--- config.mk ---
export PLATFORM = sky130hd
export DESIGN_NAME = clique_row_classifier_unit
export DESIGN_NICKNAME = d
export VERILOG_FILES = /design/src/rtl/clqrc_pkg.sv /design/src/rtl/clqrc_elem.sv /design/src/rtl/clqrc_decide.sv /design/src/rtl/clique_row_classifier_unit.sv
export SDC_FILE = /design/constraint.sdc
export NUM_CORES = 2
export LEC_CHECK = 0
export BUFFER_PORTS_ARGS = -buffer_cell sky130_fd_sc_hd__buf_2
export CAP_MARGIN = 5
export CORE_MARGIN = 4
export CORE_UTILIZATION = 62
export CTS_CLUSTER_SIZE = 30
export DETAILED_ROUTE_END_ITERATION = 16
export PLACE_DENSITY = 0.9
export SYNTH_ARGS = -nofsm -noshare
export SYNTH_HDL_FRONTEND = slang
export SYNTH_SLANG_ARGS = --single-unit
--- constraint.sdc ---
create_clock -name clock -period 19.9 [get_ports clock]
set_input_delay 5.97 -clock clock [delete_from_list [all_inputs] [get_ports clock]]
set_output_delay 5.97 -clock clock [all_outputs]
set_load 0.01 [all_outputs]
--- src/rtl/clqrc_pkg.sv ---
`timescale 1ns / 1ps

package clqrc_pkg;

   localparam int MAX_ROW_LENGTH_DEFAULT = 256;

   // row sense codes
   localparam logic [1:0] SENSE_LE     = 2'd0;
   localparam logic [1:0] SENSE_GE     = 2'd1;
   localparam logic [1:0] SENSE_EQ     = 2'd2;
   localparam logic [1:0] SENSE_RANGED = 2'd3;

   // row class codes
   localparam logic [1:0] CLASS_NONE       = 2'd0;
   localparam logic [1:0] CLASS_REJECTED   = 2'd1;
   localparam logic [1:0] CLASS_PLAIN      = 2'd2;
   localparam logic [1:0] CLASS_COMPLEMENT = 2'd3;

   // Q32.32 constants
   localparam logic signed [63:0] Q_MAX     = 64'sh7FFF_FFFF_FFFF_FFFF;
   localparam logic signed [63:0] Q_MIN     = 64'sh8000_0000_0000_0000;
   localparam logic signed [63:0] Q_ONE     = 64'sh0000_0001_0000_0000;
   localparam logic signed [63:0] Q_E5      = 64'sd42950;
   localparam logic signed [63:0] Q_E8      = 64'sd43;
   localparam logic signed [63:0] Q_NEG_E5  = -64'sd42950;
   localparam logic signed [63:0] Q_NEG_E8  = -64'sd43;
   localparam logic signed [63:0] Q_ONE_E8  = 64'sh0000_0001_0000_002B;
   localparam logic signed [63:0] Q_BIGNEG  = -64'sd429496729600000000;
   localparam logic signed [64:0] Q_E8_W    = 65'sd43;
   localparam logic signed [64:0] Q_NEG_E8_W = -65'sd43;

   typedef struct packed {
      logic signed [63:0] coefficient;
      logic               var_is_integer;
      logic signed [63:0] lower_bound;
      logic signed [63:0] upper_bound;
      logic [1:0]         row_sense;
      logic signed [63:0] right_side;
      logic               last_element;
   } req_type;

   typedef struct packed {
      logic [1:0] row_class;
      logic [8:0] element_count;
      logic [8:0] minus_one_count;
   } rsp_type;

   // per-element evaluation handed to the aggregate registers
   typedef struct packed {
      logic               bad;
      logic               one_hit;
      logic               minus_hit;
      logic signed [63:0] adj_dbl;
   } elem_type;

   function automatic logic signed [63:0] sat_neg(input logic signed [63:0] v);
      logic signed [63:0] r;
      r = (v == Q_MIN) ? Q_MAX : -v;
      return r;
   endfunction

   // saturating 2*v
   function automatic logic signed [63:0] sat_dbl(input logic signed [63:0] v);
      logic signed [63:0] r;
      if (v[63] != v[62]) begin
         r = v[63] ? Q_MIN : Q_MAX;
      end else begin
         r = {v[62:0], 1'b0};
      end
      return r;
   endfunction

endpackage

--- src/rtl/clqrc_elem.sv ---
`timescale 1ns / 1ps

module clqrc_elem (
   input  clqrc_pkg::req_type  item,
   output clqrc_pkg::elem_type elem
);

   logic               neg;
   logic signed [63:0] adj;
   logic signed [64:0] d_one;
   logic signed [64:0] d_mone;
   logic               binary;

   always_comb begin
      neg = (item.row_sense == clqrc_pkg::SENSE_GE);
      adj = neg ? clqrc_pkg::sat_neg(item.coefficient) : item.coefficient;
      d_one  = {adj[63], adj} - {clqrc_pkg::Q_ONE[63], clqrc_pkg::Q_ONE};
      d_mone = {adj[63], adj} + {clqrc_pkg::Q_ONE[63], clqrc_pkg::Q_ONE};
      binary = (item.lower_bound >= clqrc_pkg::Q_NEG_E8) &&
               (item.upper_bound <= clqrc_pkg::Q_ONE_E8);

      elem.bad = !item.var_is_integer ||
                 (item.lower_bound <= clqrc_pkg::Q_NEG_E5) ||
                 ((item.coefficient <= clqrc_pkg::Q_BIGNEG) &&
                  (item.upper_bound >= clqrc_pkg::Q_ONE_E8));
      elem.one_hit   = binary && (d_one >= clqrc_pkg::Q_NEG_E8_W) &&
                       (d_one <= clqrc_pkg::Q_E8_W);
      // a coefficient near one never also counts as minus one
      elem.minus_hit = binary && !elem.one_hit &&
                       (d_mone >= clqrc_pkg::Q_NEG_E8_W) &&
                       (d_mone <= clqrc_pkg::Q_E8_W);
      elem.adj_dbl   = clqrc_pkg::sat_dbl(adj);
   end

endmodule

--- src/rtl/clqrc_decide.sv ---
`timescale 1ns / 1ps

module clqrc_decide #(
   parameter int MAX_ROW_LENGTH = clqrc_pkg::MAX_ROW_LENGTH_DEFAULT,
   parameter int CW             = $clog2(MAX_ROW_LENGTH + 2)
) (
   input  logic [CW-1:0]        seen,
   input  logic                 vars_ok,
   input  logic [CW-1:0]        ones,
   input  logic [CW-1:0]        minus_ones,
   input  logic signed [63:0]   min_dbl,
   input  logic [1:0]           sense,
   input  logic signed [63:0]   rhs,
   output clqrc_pkg::rsp_type   rsp
);

   localparam logic [CW-1:0] LEN_MAX = CW'(MAX_ROW_LENGTH);
   localparam logic [CW-1:0] LEN_ONE = CW'(1);

   logic               reject;
   logic signed [63:0] m_rhs;
   logic signed [63:0] thr;
   logic               plain;
   logic [31:0]        k;
   logic signed [63:0] target;
   logic signed [64:0] diff;
   logic [CW:0]        covered;
   logic               compl_ok;
   logic [CW+8:0]      seen_ext;
   logic [CW+8:0]      mo_ext;

   always_comb begin
      reject = (seen <= LEN_ONE) || (seen > LEN_MAX) ||
               (sense == clqrc_pkg::SENSE_RANGED) || !vars_ok;
      m_rhs = (sense == clqrc_pkg::SENSE_GE) ? clqrc_pkg::sat_neg(rhs) : rhs;
      thr = (m_rhs > (clqrc_pkg::Q_MAX - clqrc_pkg::Q_E5)) ? clqrc_pkg::Q_MAX
                                                         : m_rhs + clqrc_pkg::Q_E5;
      plain = (min_dbl >= thr) && (rhs >= clqrc_pkg::Q_E5);

      // target (1 - minus_ones) in Q32.32, integer part only
      k = 32'd1 - 32'(minus_ones);
      target = {k, 32'h0};
      diff = {rhs[63], rhs} - {target[63], target};
      covered = {1'b0, ones} + {1'b0, minus_ones};
      compl_ok = (covered == {1'b0, seen}) &&
                 (diff >= clqrc_pkg::Q_NEG_E8_W) && (diff <= clqrc_pkg::Q_E8_W);

      if (reject) begin
         rsp.row_class = clqrc_pkg::CLASS_REJECTED;
      end else if (plain) begin
         rsp.row_class = clqrc_pkg::CLASS_PLAIN;
      end else if (compl_ok) begin
         rsp.row_class = clqrc_pkg::CLASS_COMPLEMENT;
      end else begin
         rsp.row_class = clqrc_pkg::CLASS_NONE;
      end

      seen_ext = {9'b0, seen};
      mo_ext   = {9'b0, minus_ones};
      rsp.element_count   = seen_ext[8:0];
      rsp.minus_one_count = mo_ext[8:0];
   end

endmodule

--- src/rtl/clique_row_classifier_unit.sv ---
`timescale 1ns / 1ps

// Classifies a constraint row streamed one nonzero per beat as a set-packing
// clique. Every beat is taken into an input register; from there it is
// checked, folded into the running row aggregates (validity, least adjusted
// coefficient, +1 and -1 counts), and on the beat marked last the class and
// counts go to an output register, and the aggregates clear for the next row.
// One beat per clock is sustained; a row's result goes to the output register
// as its last beat advances. The input register only waits while a result sits
// stalled in the output register. Counters saturate at MAX_ROW_LENGTH+1.
module clique_row_classifier_unit #(
   parameter int MAX_ROW_LENGTH = clqrc_pkg::MAX_ROW_LENGTH_DEFAULT
) (
   input  logic               clock,
   input  logic               reset,
   input  logic               req_valid,
   output logic               req_stall,
   input  clqrc_pkg::req_type req_data,
   output logic               rsp_valid,
   input  logic               rsp_stall,
   output clqrc_pkg::rsp_type rsp_data
);

   localparam int CW = $clog2(MAX_ROW_LENGTH + 2);
   localparam logic [CW-1:0] CNT_SAT = CW'(MAX_ROW_LENGTH + 1);

   clqrc_pkg::req_type  in_ff;
   logic                in_valid_ff;
   clqrc_pkg::rsp_type  rsp_ff;
   logic                rsp_valid_ff;

   logic                vars_ok_ff, vars_ok_in;
   logic signed [63:0]  min_ff, min_in;
   logic [CW-1:0]       ones_ff, ones_in;
   logic [CW-1:0]       minus_ff, minus_in;
   logic [CW-1:0]       seen_ff, seen_in;

   clqrc_pkg::elem_type elem;
   clqrc_pkg::rsp_type  result;
   logic                advance;
   logic                good;
   logic signed [63:0]  min_dbl_cur;
   logic signed [63:0]  min_dbl;

   clqrc_elem u_elem (
      .item (in_ff),
      .elem (elem)
   );

   always_comb begin
      advance   = in_valid_ff && !(rsp_valid_ff && rsp_stall);
      req_stall = in_valid_ff && rsp_valid_ff && rsp_stall;
      good      = vars_ok_ff && !elem.bad;

      seen_in    = (seen_ff == CNT_SAT) ? seen_ff : seen_ff + CW'(1);
      vars_ok_in = good;
      ones_in    = ones_ff;
      minus_in   = minus_ff;
      min_in     = min_ff;
      if (good) begin
         if (elem.one_hit && ones_ff != CNT_SAT) begin
            ones_in = ones_ff + CW'(1);
         end
         if (elem.minus_hit && minus_ff != CNT_SAT) begin
            minus_in = minus_ff + CW'(1);
         end
         // adjusted coefficient is the input coefficient, possibly negated
         if (in_ff.row_sense == clqrc_pkg::SENSE_GE) begin
            if (clqrc_pkg::sat_neg(in_ff.coefficient) < min_ff) begin
               min_in = clqrc_pkg::sat_neg(in_ff.coefficient);
            end
         end else if (in_ff.coefficient < min_ff) begin
            min_in = in_ff.coefficient;
         end
      end

      // doubling saturates monotonically, so min of doubles is double of min
      min_dbl_cur = clqrc_pkg::sat_dbl(min_ff);
      min_dbl = (good && elem.adj_dbl < min_dbl_cur) ? elem.adj_dbl : min_dbl_cur;
   end

   clqrc_decide #(
      .MAX_ROW_LENGTH (MAX_ROW_LENGTH),
      .CW             (CW)
   ) u_decide (
      .seen       (seen_in),
      .vars_ok    (vars_ok_in),
      .ones       (ones_in),
      .minus_ones (minus_in),
      .min_dbl    (min_dbl),
      .sense      (in_ff.row_sense),
      .rhs        (in_ff.right_side),
      .rsp        (result)
   );

   always_ff @(posedge clock) begin
      if (reset) begin
         in_valid_ff  <= 1'b0;
         rsp_valid_ff <= 1'b0;
         vars_ok_ff   <= 1'b1;
         min_ff       <= clqrc_pkg::Q_MAX;
         ones_ff      <= '0;
         minus_ff     <= '0;
         seen_ff      <= '0;
      end else begin
         if (req_valid && !req_stall) begin
            in_valid_ff <= 1'b1;
         end else if (advance) begin
            in_valid_ff <= 1'b0;
         end

         if (advance && in_ff.last_element) begin
            rsp_valid_ff <= 1'b1;
         end else if (!rsp_stall) begin
            rsp_valid_ff <= 1'b0;
         end

         if (advance) begin
            if (in_ff.last_element) begin
               vars_ok_ff <= 1'b1;
               min_ff     <= clqrc_pkg::Q_MAX;
               ones_ff    <= '0;
               minus_ff   <= '0;
               seen_ff    <= '0;
            end else begin
               vars_ok_ff <= vars_ok_in;
               min_ff     <= min_in;
               ones_ff    <= ones_in;
               minus_ff   <= minus_in;
               seen_ff    <= seen_in;
            end
         end
      end
   end

   // payload registers
   always_ff @(posedge clock) begin
      if (req_valid && !req_stall) begin
         in_ff <= req_data;
      end
      if (advance && in_ff.last_element) begin
         rsp_ff <= result;
      end
   end

   assign rsp_valid = rsp_valid_ff;
   assign rsp_data  = rsp_ff;

endmodule
Yosys cells after proc, flatten, opt, wreduce, memory -nomap -nowiden
Index checks and enable logic that the tools add are counted.
{"block": "classes", "addsub": 11, "reduce_logical": 35, "n_lt_le_gt_ge": 19, "eq_ne": 12, "n_mux": 30}
{"cell": "two-way mux 64 bit", "count": 15}
{"cell": ">= comparator 65 x 7 -> 1 bit (second input constant)", "count": 3}
{"cell": "<= comparator 65 x 7 -> 1 bit (second input constant)", "count": 3}
{"cell": "less-than comparator 64 bit", "count": 3}
{"cell": "equality test 64 bit (second input constant)", "count": 2}
{"cell": "negator 64 bit", "count": 2}
{"cell": "two-way mux 9 bit", "count": 8}
{"cell": "adder 64 x 34 -> 65 bit (second input constant)", "count": 1}
{"cell": "subtractor 64 x 34 -> 65 bit (second input constant)", "count": 1}
{"cell": "subtractor 64 x 42 -> 65 bit", "count": 1}
{"cell": "adder 64 x 17 -> 64 bit (second input constant)", "count": 1}
{"cell": ">= comparator 64 x 17 -> 1 bit (second input constant)", "count": 1}
{"cell": ">= comparator 64 x 34 -> 1 bit (second input constant)", "count": 1}
{"cell": ">= comparator 64 bit", "count": 1}
{"cell": ">= comparator 64 x 7 -> 1 bit (second input constant)", "count": 1}
{"cell": "greater-than comparator 64 bit (second input constant)", "count": 1}
{"cell": "<= comparator 64 x 17 -> 1 bit (second input constant)", "count": 1}
{"cell": "<= comparator 64 x 34 -> 1 bit (second input constant)", "count": 1}
{"cell": "<= comparator 64 x 60 -> 1 bit (second input constant)", "count": 1}
{"cell": "adder 9 x 1 -> 9 bit (second input constant)", "count": 3}
{"cell": "logical AND 1 bit", "count": 20}
{"cell": "!= test 9 bit (second input constant)", "count": 2}
{"cell": "adder 9 x 9 -> 10 bit", "count": 1}
{"cell": "equality test 10 x 9 -> 1 bit", "count": 1}
{"cell": "16 further kinds", "count": 32}
{"block": "totals", "output_inout_bits": 22, "ff_bits": 374, "wordCells": 124, "in_bits": 264}

Depth between registers and ports, before layout
{"block": "logic_depth", "depth_word": 21, "depth_mapped": 56, "ltp_nobuf": 49}

By module
Synthesis repeated with hierarchy kept, for this count alone.
{"block": "unflattened", "cells_unflattened": 4366, "area_unflattened_um2": 36481.2}
{"module": "clique_row_classifier_unit", "area_per_inst_um2": 20226.9, "cells_per_inst": 1857, "seq_area_each_um2": 10289.9, "instances": 1}
{"module": "clqrc_decide", "area_per_inst_um2": 9236.4, "cells_per_inst": 1398, "seq_area_each_um2": 0.0, "instances": 1}
{"module": "clqrc_elem", "area_per_inst_um2": 7018.0, "cells_per_inst": 1111, "seq_area_each_um2": 0.0, "instances": 1}

Worst setup path after synthesis
Ideal clock, no wire load.
{"block": "synth_path", "path_type": "input port to flip-flop", "from": "in rsp_stall", "to": "reg in_ff[0] in the netlist's numbering, enable pin", "path_stages": 2, "arrival_ns": 17.622, "setup_slack_ns": 1.364, "setup_time_ns": 0.914, "n_path_buf": 0, "required_time_ns": 18.986, "path_cell_list": "and3_1 > nor2b_1"}
{"block": "synth_between", "elab_chain_len": 3}
{"item": "from (decl)", "line_no": "clique_row_classifier_unit.sv:20", "text": "input logic rsp_stall,"}
{"item": "logical AND 1 bit", "line_no": "clique_row_classifier_unit.sv:52", "text": "req_stall = in_valid_ff && rsp_valid_ff && rsp_stall;"}
{"item": "logical NOT 1 bit", "line_no": "clique_row_classifier_unit.sv:138", "text": "if (req_valid && !req_stall) begin"}
{"item": "logical AND 1 bit", "line_no": "clique_row_classifier_unit.sv:138"}
{"item": "to (signal assigned)", "line_no": "clique_row_classifier_unit.sv:139", "text": "in_ff <= req_data;"}
{"item": "to (decl)", "line_no": "clique_row_classifier_unit.sv:27", "text": "clqrc_pkg::req_type in_ff;"}
No other way between the ends.
A chain may end at the register's enable or synchronous reset.

Worst setup path in the final report
{"block": "layout_path", "from": "reg in_ff[196] in the netlist's numbering", "to": "reg rsp_ff (netlist bit rsp_data[19]), data pin"}
{"block": "layout_between", "elab_chain_len": 21, "elab_cells_between_ends": 47, "classes_between": "6 x add/sub; 9 x order compare; 3 x eq/ne; 11 x mux; 18 x reduce/logical"}
{"item": "negator 64 bit or equality test 64 bit (tied branches)", "line_no": "clqrc_pkg.sv:58", "text": "r = (v == Q_MIN) ? Q_MAX : -v;"}
{"item": "two-way mux 64 bit", "line_no": "clqrc_pkg.sv:58"}
{"item": "two-way mux 64 bit", "line_no": "clqrc_elem.sv:16", "text": "adj = neg ? clqrc_pkg::sat_neg(item.coefficient) : item.coefficient;"}
{"item": "subtractor 64 x 34 -> 65 bit", "line_no": "clqrc_elem.sv:17", "text": "d_one = {adj[63], adj} - {clqrc_pkg::Q_ONE[63], clqrc_pkg::Q_ONE};"}
{"item": ">= comparator 65 x 7 -> 1 bit", "line_no": "clqrc_elem.sv:26", "text": "elem.one_hit = binary && (d_one >= clqrc_pkg::Q_NEG_E8_W) &&"}
{"item": "logical AND 1 bit (2 in series)", "line_no": "clqrc_elem.sv:26"}
{"item": "logical NOT 1 bit", "line_no": "clqrc_elem.sv:29", "text": "elem.minus_hit = binary && !elem.one_hit &&"}
{"item": "logical AND 1 bit (2 in series)", "line_no": "clqrc_elem.sv:29"}
{"item": "[3 not listed]"}
{"item": "two-way mux 9 bit", "line_no": "clique_row_classifier_unit.sv:60", "text": "if (good) begin"}
{"item": "subtractor 1 x 9 -> 10 bit", "line_no": "clqrc_decide.sv:41", "text": "k = 32'd1 - 32'(minus_ones);"}
{"item": "subtractor 64 x 42 -> 65 bit", "line_no": "clqrc_decide.sv:43", "text": "diff = {rhs[63], rhs} - {target[63], target};"}
{"item": ">= comparator 65 x 7 -> 1 bit", "line_no": "clqrc_decide.sv:46", "text": "(diff >= clqrc_pkg::Q_NEG_E8_W) && (diff <= clqrc_pkg::Q_E8_W);"}
{"item": "logical AND 1 bit", "line_no": "clqrc_decide.sv:45", "text": "compl_ok = (covered == {1'b0, seen}) &&"}
{"item": "logical AND 1 bit", "line_no": "clqrc_decide.sv:46"}
{"item": "two-way mux 2 bit", "line_no": "clqrc_decide.sv:52", "text": "end else if (compl_ok) begin"}
{"item": "two-way mux 2 bit", "line_no": "clqrc_decide.sv:50", "text": "end else if (plain) begin"}
{"item": "to (signal assigned)", "line_no": "clique_row_classifier_unit.sv:142", "text": "rsp_ff <= result;"}
{"item": "to (decl)", "line_no": "clique_row_classifier_unit.sv:29", "text": "clqrc_pkg::rsp_type rsp_ff;"}
Parallel ways exist; a longest one is shown, timed or not.

==> impl_metrics.toml <==
[run_status]
status = "complete, no violations"

[final_layout]
postLayoutCellArea_um2 = 38000
drive_above_1_share_pct = 11.4
instances_no_fill = 5157
syn2layout_area_growth_pct = 9.12
fin_nets = 4957

[placed_design]
port_buffers = 285
gp_congestion = 1.05
placed_cells = 5080
pre_cts_ws_ns = 7.47
post_dp_cell_area_um2 = 36600
hpwl_um = 94900

[critical_path]
worstPathMaxFanout = 23
r2r_cells = 39
r2r_start = "in_ff[196]"
rrSetupSlack_ns = 6.97
critPathLaunchType = "register"
crit_start = "in_ff[196]"
cp_common_cell = "nand2_1"
crit_path_end_kind = "register"
cp_data_arrival_time_ns = 13.30
worstSetupPathType = "register to register"
cp-endpoint = "rsp_data[19]"
crit_required_ns = 20.27
slowest_stage = "nor3_1"
crit_path_max_incr_delay_ns = 1.25
reg2reg_to = "rsp_data[19]"

[clock_tree]
cts_sinks = 374
cts_resized = 0
root_buffer = "clkbuf_16"
cts_tree = "yes"
numCtsBuffers = 41
cts_htree_levels = 2
clkLatencyLatePin_ns = 0.62
clk_path_buf_depth = 3
cts_setup_buffers = 0
postCtsHoldBufs = 0
clk_pin_slew_ns = 0.06

[pwr]
p_per_area_nw_per_um2 = 59.2
vdd_ir_drop_max_mv = 0.107
power.total_mw = 2.25
p_leak_nw = 15.5

[logic_synthesis]
synth-edff-count = 280
ys_ff_latch = 374
synth_ff_type = "edfxtp_1"
ys_warn_count = 0
synth_top_area_share_pct = 24.2
synth_top_cells_by_count = "a21oi_1, nor2_1, ha_1, nand2_1, edfxtp_1"
seq_area_frac_synth_pct = 29.6
yosys.area.top_type = "edfxtp_1"
ys_async_sr_fraction_pct = 0
synth_top_cells_by_area = "edfxtp_1, ha_1, a21oi_1"
synth.avg_cell_area_um2 = 8.20
yosysUniqueCellTypes = 119
yosysMostFrequentCell = "a21oi_1"
syn-num-nets = 4826
syn-cell-area_um2 = 34800
synth_cells = 4244

[floorplan]
die_y_um = 245
dieArea_um2 = 60000
ioPinCount = 286
row_count = 86
die_w_um = 245
core-area_um2 = 55300
initial_core_util_pct = 62.9

[route]
firstDrtPassIters = 9
routedWlPerCell_um = 24.5
ant_nets = 0
drt_iter0_markers = 4784
viasPerCell = 6.90
num_vias = 35600
drc = 0
finalWirelength_um = 126000

[global_route]
grt_max_degree = 189
grt_overflow = 0
grt_pass1_vias = 33900
grtUsageTotal_pct = 40.4
antenna_found_initial = 0
grt_pass1_wl_um = 192000

[min_path]
holdCritPathClass = "register to register"

[sta]
max_freq_ghz = 0.0773
rsz0062_at_grt = "no"
post-route-period-util_pct = 65.0
skew_ns = 0.0509
setup_viol = 0
drv_slew = 0
min_period_ns = 12.93
finalHoldViolations = 0
maxSlewHeadroom_pct = 10.2
setup_tns_ns = 0
setup_ws_ns = 6.97
worst_slew_pin_slew_ns = 1.34

[run]
max_cap_viol_count = 0
[layer usage]
metal | share of wire [%] | GRT usage [%] | vias up | wire length, µm
met4 | 6.5 | 21.4 | 0 | 8160
met1 | 37 | 50.1 | 16500 | 47000
met5 | 0 | 0 | - | 0
met3 | 11 | 9.57 | 514 | 14200
li1 | - | - | 16200 | -
met2 | 45 | 65.4 | 2392 | 56800
[state kept, by name, summed over array words and instances (netlist names)]
register,cells
rsp_data,20
rsp_valid,1
minus_ff,9
vars_ok_ff,1
min_ff,64
ones_ff,9
in_valid_ff,1
seen_ff,9
in_ff,260
[critical path: cells and delay by family, from the launching register on]
family | cells | cell delay (ns)
AO/OA/AOI/OAI | 10 | 3.06
multiplexers | 1 | 0.31
flip-flops | 1 | 0.51
buffers and inverters | 4 | 0.88
XOR/XNOR | 3 | 0.72
adder cells (fa/ha/maj) | 3 | 0.97
AND/OR/NAND/NOR | 18 | 6.21
[how the worst min path moves through the flow]
stage | from | end | cells after the start
after floorplan | vars_ok_ff | vars_ok_ff | 1
after global placement | vars_ok_ff | vars_ok_ff | 1
after detailed placement | vars_ok_ff | vars_ok_ff | 1
after CTS | vars_ok_ff | vars_ok_ff | 1
after global routing | vars_ok_ff | vars_ok_ff | 1
final | vars_ok_ff | vars_ok_ff | 1
[cell usage in the layout (no fill, tap or decap), types with 102 or more instances in the layout]
cell type,n
nor2_1,381
xnor2_1,141
inv_1,131
nor3_1,164
edfxtp_1,280
buf_2,285
nand2_1,302
ha_1,315
a21oi_1,389
o21ai_0,262
nand4_1,144
nand3_1,102
[through the flow]
step	hold WS (ns)	util, %
2_1_floorplan	0.435	-
3_3_place_gp	0.458	66.2
3_5_place_dp	0.478	66.2
4_1_cts	0.524	68.7
5_1_grt	0.543	68.7
6_report	0.536	68.7
[cells by family after synthesis]
logic type | Yosys count | share of synthesized area (%)
and+or+nand+nor | 1735 | 26.8
AOI/OAI and AO/OA | 1195 | 21.6
buffers and inverters | 380 | 4.35
DFF | 374 | 29.6
adders and majority gates | 319 | 11.5
xor gates and xnor gates | 207 | 5.26
muxes | 34 | 0.985
[power by group]
part | total, mW | switching [mW] | internal [mW]
logic | 0.537 | 0.336 | 0.201
clock network | 0.782 | 0.343 | 0.440
registers | 0.929 | 0.0502 | 0.879
[layout make-up]
| type | count | area [µm²] |
|---|---|---|
| clock buffer | 49 | 1110 |
| fill | 4517 | 17300 |
| timing repair buffer | 334 | 1820 |
| tap | 748 | 936 |
| clock inverter | 27 | 238 |
| sequential | 374 | 10300 |
| antenna | 1 | 2.50 |
| inverter | 134 | 503 |
| multi-input combinational | 3490 | 23100 |
No activity file was read; power rests on OpenSTA's default activity.
